<file path="config.mk">
export PLATFORM = sky130hd
export DESIGN_NAME = duty_count_to_servo_pulse
export DESIGN_NICKNAME = d
export VERILOG_FILES = /design/src/rtl/core/dcsp_pkg.sv /design/src/rtl/core/duty_count_to_servo_pulse.sv
export SDC_FILE = /design/constraint.sdc
export NUM_CORES = 1
export LEC_CHECK = 0
export ABC_CLOCK_PERIOD_IN_PS = 16059
export BUFFER_PORTS_ARGS = -buffer_cell sky130_fd_sc_hd__buf_4
export CAP_MARGIN = 30
export CORE_MARGIN = 3
export CORE_UTILIZATION = 45
export CTS_CLUSTER_DIAMETER = 100
export CTS_CLUSTER_SIZE = 16
export DETAILED_ROUTE_END_ITERATION = 10
export GPL_TIMING_DRIVEN = 1
export RECOVER_POWER = 25
export SLEW_MARGIN = 20
export SYNTH_ARGS = -nofsm -noshare
export SYNTH_HDL_FRONTEND = slang
export SYNTH_SLANG_ARGS = --single-unit
</file>
<file path="constraint.sdc">
create_clock -name i_clk -period 16.06 [get_ports i_clk]
set_clock_uncertainty 0.2 [all_clocks]
set_input_delay 0.803 -clock i_clk [delete_from_list [all_inputs] [get_ports i_clk]]
set_output_delay 0.803 -clock i_clk [all_outputs]
set_load 0.05 [all_outputs]
</file>
<file path="src/rtl/core/dcsp_pkg.sv">
package dcsp_pkg;

    // Width of the tick counter and of the window length register.
    localparam int WINDOW_WIDTH = 10;

    // High-sample counters hold one more bit than the tick counter.
    localparam int CNT_W  = WINDOW_WIDTH + 1;
    localparam int IN_W   = 11;
    localparam int OUT_W  = 16;
    localparam int DIFF_W = (CNT_W > IN_W) ? CNT_W : IN_W;
    localparam int PROD_W = DIFF_W + OUT_W;
    localparam int ALU_W  = PROD_W + 1;
    localparam int STEP_W = $clog2(PROD_W + 1);

    localparam int CFG_IDX_W  = 3;
    localparam int CFG_DATA_W = 16;

    // Register indexes on the configuration port.
    localparam logic [CFG_IDX_W-1:0] CFG_WINDOW_TICKS = 3'd0;
    localparam logic [CFG_IDX_W-1:0] CFG_IN_LOW       = 3'd1;
    localparam logic [CFG_IDX_W-1:0] CFG_IN_HIGH      = 3'd2;
    localparam logic [CFG_IDX_W-1:0] CFG_OUT_LOW      = 3'd3;
    localparam logic [CFG_IDX_W-1:0] CFG_OUT_HIGH     = 3'd4;

    localparam logic [WINDOW_WIDTH-1:0] WINDOW_RST   = WINDOW_WIDTH'(100);
    localparam logic [IN_W-1:0]         IN_LOW_RST   = 11'd36;
    localparam logic [IN_W-1:0]         IN_HIGH_RST  = 11'd64;
    localparam logic [OUT_W-1:0]        OUT_LOW_RST  = 16'd32500;
    localparam logic [OUT_W-1:0]        OUT_HIGH_RST = 16'd42500;

    localparam logic AXIS_Y = 1'b0;
    localparam logic AXIS_X = 1'b1;

    typedef struct packed {
        logic x_level;
        logic y_level;
    } t_in;

    typedef struct packed {
        logic             servo_axis;
        logic [OUT_W-1:0] pulse_width;
    } t_out;

endpackage

</file>
<file path="src/rtl/core/duty_count_to_servo_pulse.sv">
// Duty-count to servo pulse width converter.
//
// Each request on the input channel is one sample tick carrying the sampled
// levels of the X and Y accelerometer PWM pins. The block counts high samples
// per axis and counts ticks. On the tick where the tick count has reached
// window_ticks, the window closes: one axis count (Y first, then alternating)
// is mapped linearly from [in_low, in_high] onto [out_low, out_high], and a
// single request carrying the axis and the saturated pulse width is issued on
// the output channel. Ticks that do not close a window produce nothing.
//
// A tick that does not close a window is accepted while the block is idle, and
// the next may follow at once. A closing tick starts the shared add/subtract
// unit: a shift-add multiply, a restoring divide and a final step that adds the
// quotient to out_low, or subtracts it, and saturates; an empty input range
// skips straight to the final step. Input ready stays low while the sequencer
// runs, and longer while a finished result waits.
// The result sits in an output register; while the receiver stalls, further
// non-closing ticks are still accepted, and only a new result waits for it.
// Reset (synchronous, active low) clears the counters, restores the register
// defaults and empties the output register.
module duty_count_to_servo_pulse (
    input  logic                              i_clk,
    input  logic                              i_rst_n,
    input  logic                              i_in_valid,
    output logic                              o_in_ready,
    input  dcsp_pkg::t_in                     i_in_data,
    output logic                              o_out_valid,
    input  logic                              i_out_ready,
    output dcsp_pkg::t_out                    o_out_data,
    input  logic                              i_cfg_wr_en,
    input  logic [dcsp_pkg::CFG_IDX_W-1:0]    i_cfg_index,
    input  logic [dcsp_pkg::CFG_DATA_W-1:0]   i_cfg_wr_data
);
    import dcsp_pkg::*;

    // Sequencer states.
    localparam logic [1:0] S_IDLE = 2'd0;
    localparam logic [1:0] S_MUL  = 2'd1;
    localparam logic [1:0] S_DIV  = 2'd2;
    localparam logic [1:0] S_FIN  = 2'd3;

    // Configuration registers.
    logic [WINDOW_WIDTH-1:0] r_window_ticks;
    logic [IN_W-1:0]         r_in_low;
    logic [IN_W-1:0]         r_in_high;
    logic [OUT_W-1:0]        r_out_low;
    logic [OUT_W-1:0]        r_out_high;

    // Measurement state.
    logic [WINDOW_WIDTH-1:0] r_tick_count;
    logic [CNT_W-1:0]        r_x_count;
    logic [CNT_W-1:0]        r_y_count;
    logic                    r_next_axis;

    // Arithmetic sequencer state.
    logic [1:0]        r_state;
    logic [STEP_W-1:0] r_step;
    logic [PROD_W-1:0] r_acc;      // product, then dividend and quotient
    logic [DIFF_W-1:0] r_mplier;
    logic [OUT_W-1:0]  r_mcand;
    logic [IN_W-1:0]   r_divisor;
    logic [IN_W-1:0]   r_rem;
    logic              r_neg;
    logic              r_axis;

    // Output register.
    logic r_out_valid;
    t_out r_out_data;

    logic             in_fire;
    logic             out_free;
    logic [CNT_W-1:0] x_bumped;
    logic [CNT_W-1:0] y_bumped;
    logic [CNT_W-1:0] sel_count;
    logic [DIFF_W-1:0] count_ext;
    logic [DIFF_W-1:0] low_ext;
    logic              close_win;
    logic              empty_range;

    logic [ALU_W-1:0] alu_a;
    logic [ALU_W-1:0] alu_b;
    logic             alu_sub;
    logic [ALU_W-1:0] alu_res;
    logic [OUT_W-1:0] sat_res;

    assign o_in_ready  = (r_state == S_IDLE);
    assign in_fire     = i_in_valid && o_in_ready;
    assign out_free    = !r_out_valid || i_out_ready;
    assign o_out_valid = r_out_valid;
    assign o_out_data  = r_out_data;

    // High counts saturate at their maximum instead of wrapping. The closing
    // tick's samples count toward the window being mapped.
    assign x_bumped = (i_in_data.x_level && !(&r_x_count)) ? r_x_count + 1'b1 : r_x_count;
    assign y_bumped = (i_in_data.y_level && !(&r_y_count)) ? r_y_count + 1'b1 : r_y_count;
    assign sel_count   = (r_next_axis == AXIS_X) ? x_bumped : y_bumped;
    assign count_ext   = DIFF_W'(sel_count);
    assign low_ext     = DIFF_W'(r_in_low);
    assign close_win   = (r_tick_count >= r_window_ticks);
    assign empty_range = (r_in_high <= r_in_low);

    // The one shared adder/subtractor. It accumulates partial products during
    // the multiply, forms the trial remainder during the divide, and adds or
    // subtracts the quotient from out_low at the end.
    always_comb begin
        alu_a   = '0;
        alu_b   = '0;
        alu_sub = 1'b0;
        case (r_state)
            S_MUL: begin
                alu_a = ALU_W'({r_acc[PROD_W-2:0], 1'b0});
                alu_b = r_mplier[DIFF_W-1] ? ALU_W'(r_mcand) : '0;
            end
            S_DIV: begin
                alu_a   = ALU_W'({r_rem, r_acc[PROD_W-1]});
                alu_b   = ALU_W'(r_divisor);
                alu_sub = 1'b1;
            end
            S_FIN: begin
                alu_a   = ALU_W'(r_out_low);
                alu_b   = ALU_W'(r_acc);
                alu_sub = r_neg;
            end
            default: begin
                alu_sub = 1'b0;
            end
        endcase
    end

    assign alu_res = alu_sub ? (alu_a - alu_b) : (alu_a + alu_b);

    // Clamp the final sum into the 16-bit pulse range.
    always_comb begin
        if (alu_res[ALU_W-1]) begin
            sat_res = '0;
        end else if (|alu_res[ALU_W-2:OUT_W]) begin
            sat_res = '1;
        end else begin
            sat_res = alu_res[OUT_W-1:0];
        end
    end

    // Configuration port.
    always_ff @(posedge i_clk) begin
        if (!i_rst_n) begin
            r_window_ticks <= WINDOW_RST;
            r_in_low       <= IN_LOW_RST;
            r_in_high      <= IN_HIGH_RST;
            r_out_low      <= OUT_LOW_RST;
            r_out_high     <= OUT_HIGH_RST;
        end else if (i_cfg_wr_en) begin
            case (i_cfg_index)
                CFG_WINDOW_TICKS: r_window_ticks <= i_cfg_wr_data[WINDOW_WIDTH-1:0];
                CFG_IN_LOW:       r_in_low       <= i_cfg_wr_data[IN_W-1:0];
                CFG_IN_HIGH:      r_in_high      <= i_cfg_wr_data[IN_W-1:0];
                CFG_OUT_LOW:      r_out_low      <= i_cfg_wr_data[OUT_W-1:0];
                CFG_OUT_HIGH:     r_out_high     <= i_cfg_wr_data[OUT_W-1:0];
                default: begin
                end
            endcase
        end
    end

    // Control: counters, sequencer and output register.
    always_ff @(posedge i_clk) begin
        if (!i_rst_n) begin
            r_tick_count <= '0;
            r_x_count    <= '0;
            r_y_count    <= '0;
            r_next_axis  <= AXIS_Y;
            r_state      <= S_IDLE;
            r_step       <= '0;
            r_out_valid  <= 1'b0;
        end else begin
            if (r_state == S_FIN && out_free) begin
                r_out_valid <= 1'b1;
            end else if (i_out_ready) begin
                r_out_valid <= 1'b0;
            end
            case (r_state)
                S_IDLE: begin
                    if (in_fire) begin
                        if (close_win) begin
                            r_tick_count <= '0;
                            r_x_count    <= '0;
                            r_y_count    <= '0;
                            r_next_axis  <= ~r_next_axis;
                            r_step       <= '0;
                            r_state      <= empty_range ? S_FIN : S_MUL;
                        end else begin
                            r_tick_count <= r_tick_count + 1'b1;
                            r_x_count    <= x_bumped;
                            r_y_count    <= y_bumped;
                        end
                    end
                end
                S_MUL: begin
                    if (r_step == STEP_W'(DIFF_W - 1)) begin
                        r_step  <= '0;
                        r_state <= S_DIV;
                    end else begin
                        r_step <= r_step + 1'b1;
                    end
                end
                S_DIV: begin
                    if (r_step == STEP_W'(PROD_W - 1)) begin
                        r_step  <= '0;
                        r_state <= S_FIN;
                    end else begin
                        r_step <= r_step + 1'b1;
                    end
                end
                S_FIN: begin
                    // The sum stays valid while the result waits for room.
                    if (out_free) begin
                        r_state <= S_IDLE;
                    end
                end
                default: begin
                    r_state <= S_IDLE;
                end
            endcase
        end
    end

    // Datapath registers.
    always_ff @(posedge i_clk) begin
        case (r_state)
            S_IDLE: begin
                if (in_fire && close_win) begin
                    r_axis <= r_next_axis;
                    r_acc  <= '0;
                    r_rem  <= '0;
                    // A count below in_low is clamped to it.
                    r_mplier  <= (count_ext > low_ext) ? count_ext - low_ext : '0;
                    r_divisor <= r_in_high - r_in_low;
                    if (empty_range) begin
                        r_neg <= 1'b0;
                    end else begin
                        // Falling output range: divide magnitudes, then subtract,
                        // so the quotient truncates toward zero.
                        r_neg   <= (r_out_high < r_out_low);
                        r_mcand <= (r_out_high < r_out_low) ? r_out_low - r_out_high
                                                            : r_out_high - r_out_low;
                    end
                end
            end
            S_MUL: begin
                r_acc    <= alu_res[PROD_W-1:0];
                r_mplier <= {r_mplier[DIFF_W-2:0], 1'b0};
            end
            S_DIV: begin
                if (!alu_res[ALU_W-1]) begin
                    r_rem <= alu_res[IN_W-1:0];
                    r_acc <= {r_acc[PROD_W-2:0], 1'b1};
                end else begin
                    r_rem <= {r_rem[IN_W-2:0], r_acc[PROD_W-1]};
                    r_acc <= {r_acc[PROD_W-2:0], 1'b0};
                end
            end
            S_FIN: begin
                if (out_free) begin
                    r_out_data.servo_axis  <= r_axis;
                    r_out_data.pulse_width <= sat_res;
                end
            end
            default: begin
            end
        endcase
    end

endmodule
</file>
Word level (Yosys, flattened, before mapping)
Index checks and enable logic that the tools add are counted.

Bitwise operators: 2. Equality and inequality tests: 15. $add $sub $neg: 10. Multiplexer cells: 36. $lt $le $gt $ge: 4. Reductions and logical operators: 33.

Operators with widths (number): 27-bit one-hot mux with 3 select lines (3); 11-bit 2-to-1 mux (9); 16-bit 2-to-1 mux (3); 11-bit one-hot mux with 2 select lines (2); 16-bit subtractor (2); 28-bit adder (1); 28-bit 2-to-1 mux (1); 28-bit subtractor (1); 27-bit 2-to-1 mux (1); 11-bit by 1-bit adder with 11-bit output, second input constant (2); 11-bit AND reduction (2); 2-bit AND reduction (11); 11-bit subtractor (2); 5-bit 2-to-1 mux (4); 16-bit less-than comparator (1); 5-bit one-hot mux with 3 select lines (1); 2-bit 2-to-1 mux (6); 11-bit > comparator (1); 11-bit <= comparator (1); 11-bit OR reduction (1); 10-bit by 1-bit adder with 10-bit output, second input constant (1); 10-bit greater-or-equal comparator (1); 10-bit 2-to-1 mux (1); 3-bit AND reduction (3); other kinds (22) (39).

Word-level logic and storage cells: 121. Input bits: 26. Flip-flop bits (word level): 200. Output and inout port bits: 19.

Depth between registers and ports, before layout
Depth in word-level cells: 9. Mapped depth: 26.

Least setup slack after synthesis
No wires, ideal clock.

Path kind: register -> register. Start: reg r_state[1]. End: reg r_out_data (netlist bit o_out_data[10]) (data pin). Path slack: 10734 ps. Period minus slack after synthesis: 5326 ps. Stages on the path, launching flop included: 26. Library setup time: 260 ps. Required time: 15600 ps. Arrival: 4866 ps. Cell sequence: dfxtp_1 inv_1 ha_1 and2_4 buf_6 clkbuf_1 a222oi_1 or2_2 ha_1 nor2b_1 o21ai_0 o21ai_2 a31o_2 a21oi_1 ha_1 clkbuf_2 a21o_1 a221o_1 nor3_1 nand3_1 and4b_1 o21bai_1 nor4bb_1 buf_2 buf_4 a21oi_2.

Cells in the longest elaborated chain, start to end: 6. Elaborated cells on any way between the ends: 11. Those cells by class: add/sub: 2; eq/ne: 3; mux: 5; reduce/logical: 1.

Ends and longest elaborated chain: from (decl) (line duty_count_to_servo_pulse.sv:56) `logic [1:0] r_state;`; from (signal assigned) (line duty_count_to_servo_pulse.sv:189) `r_state <= empty_range ? S_FIN : S_MUL;`; 2-bit equality test or 2-bit by 1-bit equality test with 1-bit output (tied branches) (line duty_count_to_servo_pulse.sv:109) `case (r_state)`; 27-bit one-hot mux with 3 select lines (line duty_count_to_servo_pulse.sv:109); 28-bit adder or 28-bit subtractor (tied branches) (line duty_count_to_servo_pulse.sv:130) `assign alu_res = alu_sub ? (alu_a - alu_b) : (alu_a + alu_b);`; 28-bit 2-to-1 mux * (line duty_count_to_servo_pulse.sv:130); 11-bit OR reduction (line duty_count_to_servo_pulse.sv:136) `end else if (|alu_res[ALU_W-2:OUT_W]) begin`; 16-bit 2-to-1 mux (line duty_count_to_servo_pulse.sv:136); to (decl) (line duty_count_to_servo_pulse.sv:68) `t_out r_out_data;`.

Every way passes the cells marked *; elsewhere a longest branch is shown, timed or not. A chain may end at the register's enable or synchronous reset.

Worst setup path after layout
Start: reg r_state[0]. End: reg r_out_data (netlist bit o_out_data[15]) (data pin).

The elaborated chain is that of the path after synthesis.

==> summary.md <==
| Metric | Value |
|---|---|
| Vias | `12300` |
| Max Freq | `0.165 GHz` |
| Die area | `33600 sq um` |
| Synth area leader | `edfxtp_1` |
| Post-route cell area | `15300 sq um` |
| Core Util, Final | `0.497` |
| Remaining DRCs | `0` |
| Fraction of layout cells with a size suffix above 1 | `0.0742` |
| Placed Cells | `2046` |
| Final Hold Viols | `0` |
| Layout area overhead | `8.07%` |
| First-pass GRT wire length | `62.5 mm` |
| Die height | `183 um` |
| TritonCTS buffer count | `17` |
| Core ar. | `30700 sq um` |
| CTS HTree Levels | `4` |
| Status | `finished with violations` |
| GPL Wtd Cong | `0.935` |
| Drt first pass iters | `6` |
| Top Ports | `45` |
| Post-DP HPWL | `29.5 mm` |
| MaxCap Viol Count | `2` |
| Int Power | `0.783 mW` |
| Worst slew pin tran | `3160 ps` |
| Hold Buf Count CTS | `0` |
| Drt via density | `5.90` |
| CP Data Required Time | `16060 ps` |
| Commonest non-fill, non-tap cells in the layout | `nand2_1, a21oi_1, nor2_1, dfxtp_1, ha_1` |
| Final nets | `1805` |
| Post-CTS setup buffer count | `0` |
| RSZ-0062 raised after global routing | `no` |
| Register area share after synthesis | `0.350` |
| Pwr/cell area | `68.9 nW/um^2` |
| Yosys cell types | `83` |
| Number of global-route vias before repair | `11300` |
| Setup TNS | `0 ps` |
| Critical path class | `flop to flop` |
| Reg power frac | `0.515` |
| CP Capture Type | `flop` |
| Starting density of the core | `0.460` |
| VDD IR max | `0.0718 mV` |
| ANT nets after route | `0` |
| Min-delay worst type | `flop to flop` |
| Critical path launch point type | `flop` |
| Clock tree from TritonCTS | `built` |
| Yosys top cell area share | `0.202` |
| Yosys warning count | `0` |
| Net load switching power | `0.269 mW` |
| PostCTS Resize Cnt | `0` |
| Min Tclk post-route | `6070 ps` |
| Period utilization | `0.378` |
| Arrival time at the worst endpoint | `6070 ps` |
| Power, Total | `1.05 mW` |
| Fill cell count | `3050` |
| EDFF count, synth | `95` |
| Synthesized Nets | `1810` |
| Switching portion of total power | `0.256` |
| Final setup fails | `0` |
| Total global routing overflow | `0` |
| Initial antenna violation count | `0` |
| Syn avg cell area | `8.44 sq um` |
| Post-synth top flop | `dfxtp_1` |
| Largest net degree at the start of global routing | `69` |
| Pleak | `5.73 nW` |
| Combinational share of power | `0.074` |
| Global-route usage over all layers | `0.235` |
| CTS Root Cell | `clkbuf_16` |
| Synthesized area | `14100 sq um` |
| Worst-path clk slew | `80 ps` |
| Leading cell type in the layout, fill and taps excluded | `nand2_1` |
| Slew margin rel. | `-1.11` |
| DP Area | `14800 sq um` |
| CTS Sinks | `200` |
| Post-Syn Instances | `1676` |
| WL final | `39.4 mm` |
| Ant diodes | `0` |
| Failing checks | `capacitance limit, slew limit` |
| Area contributors post-synth | `edfxtp_1, dfxtp_1, ha_1` |
| Clk buf depth | `2` |
| WL/cell | `19.0 um` |
| IO buf count | `44` |
| FP Rows | `64` |
| CP Max Fanout | `30` |
| Starting DRT DRC Count | `1278` |
| Synth async-reset ratio | `0` |
| Slew Viols, Final | `107` |
| Seq cells post-synth | `200` |
| Finished Layout Cells | `2080` |
| Clock Power Share | `0.411` |
| Multi-input gate area | `8500 sq um` |
| Width of the die | `183 um` |
| Clock Latency Late Sink | `460 ps` |
| Seq. cell area | `4950 sq um` |
## critical path: stages, from the launching register on
cell and delay, ps:
dfxtp_1 420, inv_1 110, ha_2 380, buf_4 340
a222oi_1 560, and3_1 290, o21ai_0 150, o21ai_2 440
a21oi_1 120, a311oi_1 350, ha_1 370, nand4_1 170
inv_1 50, a22oi_1 360, nand3_1 210, a2111o_1 440
o21ai_4 260, xnor2_2 270, buf_6 230, a21oi_1 50
## per-layer routing
layer | routed length, um | vias to the layer above | GRT usage | share of wire
met5 | 0 | - | 0 | 0
met4 | 918 | 0 | 0.0743 | 0.023
met3 | 2460 | 54 | 0.0418 | 0.062
met2 | 17200 | 369 | 0.358 | 0.44
met1 | 18800 | 5822 | 0.340 | 0.48
li1 | - | 6029 | - | -
## worst paths after layout
path,slack [ps],to,cells past startpoint,start
min,260,low_ext[6]$_SDFFE_PN0P_,2,low_ext[6]$_SDFFE_PN0P_
min reg2reg,260,low_ext[6]$_SDFFE_PN0P_,2,low_ext[6]$_SDFFE_PN0P_
max reg2reg,9990,o_out_data[15]$_SDFFCE_PP0P_,19,r_state[0]$_SDFFE_PN0P_
max,9990,o_out_data[15]$_SDFFCE_PP0P_,19,r_state[0]$_SDFFE_PN0P_
## cell families after synthesis
kind of cell	share of synthesized area
buffers and inverters	0.0504
XOR/XNOR	0.0519
adder cells (fa/ha/maj)	0.0982
AND/OR/NAND/NOR	0.206
multiplexers	0.0243
AO/OA/AOI/OAI	0.218
flip-flops	0.350
## power by group through the flow
stage / clock network (mW) / logic, mW / registers (mW)
floorplan: 0 / 0.0549 / 0.551
global placement: 0 / 0.0765 / 0.553
detailed placement: 0 / 0.0776 / 0.553
CTS: 0.444 / 0.0779 / 0.542
global route: 0.462 / 0.0868 / 0.542
finish: 0.433 / 0.0776 / 0.542
## final cells by class
type / instances / share of cell area
repair buffers: 62 / 0.0257
inverters: 93 / 0.0228
multi-input cells: 1297 / 0.557
well taps: 396 / 0.0324
clock buffers: 19 / 0.0297
clock inverters: 13 / 0.00852
flip-flops and latches: 200 / 0.324
## state kept, by name (all words and copies together), names as in the netlist, 5 cells and up
register,count
r_x_count,11
o_out_data,17
r_out_low,16
r_step,5
r_mcand,16
r_out_high,16
low_ext,11
r_divisor,11
r_tick_count,10
r_y_count,11
r_window_ticks,10
r_rem,11
r_mplier,11
r_in_high,11
r_acc,27
## metrics by stage
stage / hold slack [ps] / setup slack [ps]
after global routing: 283 / 9540
final: 258 / 9990
after global placement: 244 / 9950
after detailed placement: 248 / 9780
after CTS: 260 / 9760
after floorplan: 200 / 10730
## cells in the mapped netlist, drive strengths merged, types with 6 or more instances
| master | instances |
|---|---|
| a211oi | 8 |
| a21boi | 10 |
| a21o | 21 |
| a21oi | 162 |
| a222oi | 14 |
| a22o | 10 |
| a22oi | 42 |
| a31oi | 9 |
| and2 | 28 |
| and3 | 15 |
| and4 | 6 |
| buf | 20 |
| clkbuf | 66 |
| dfxtp | 105 |
| edfxtp | 95 |
| ha | 103 |
| inv | 93 |
| mux2i | 31 |
| nand2 | 227 |
| nand2b | 21 |
| nand3 | 39 |
| nand3b | 7 |
| nand4 | 16 |
| nor2 | 115 |
| nor2b | 44 |
| nor3 | 48 |
| o211ai | 27 |
| o21a | 8 |
| o21ai | 79 |
| o21bai | 11 |
| o22ai | 6 |
| o31ai | 8 |
| or2 | 15 |
| or3 | 10 |
| xnor2 | 47 |
| xor2 | 36 |
Power figures use the tool's default switching activity.
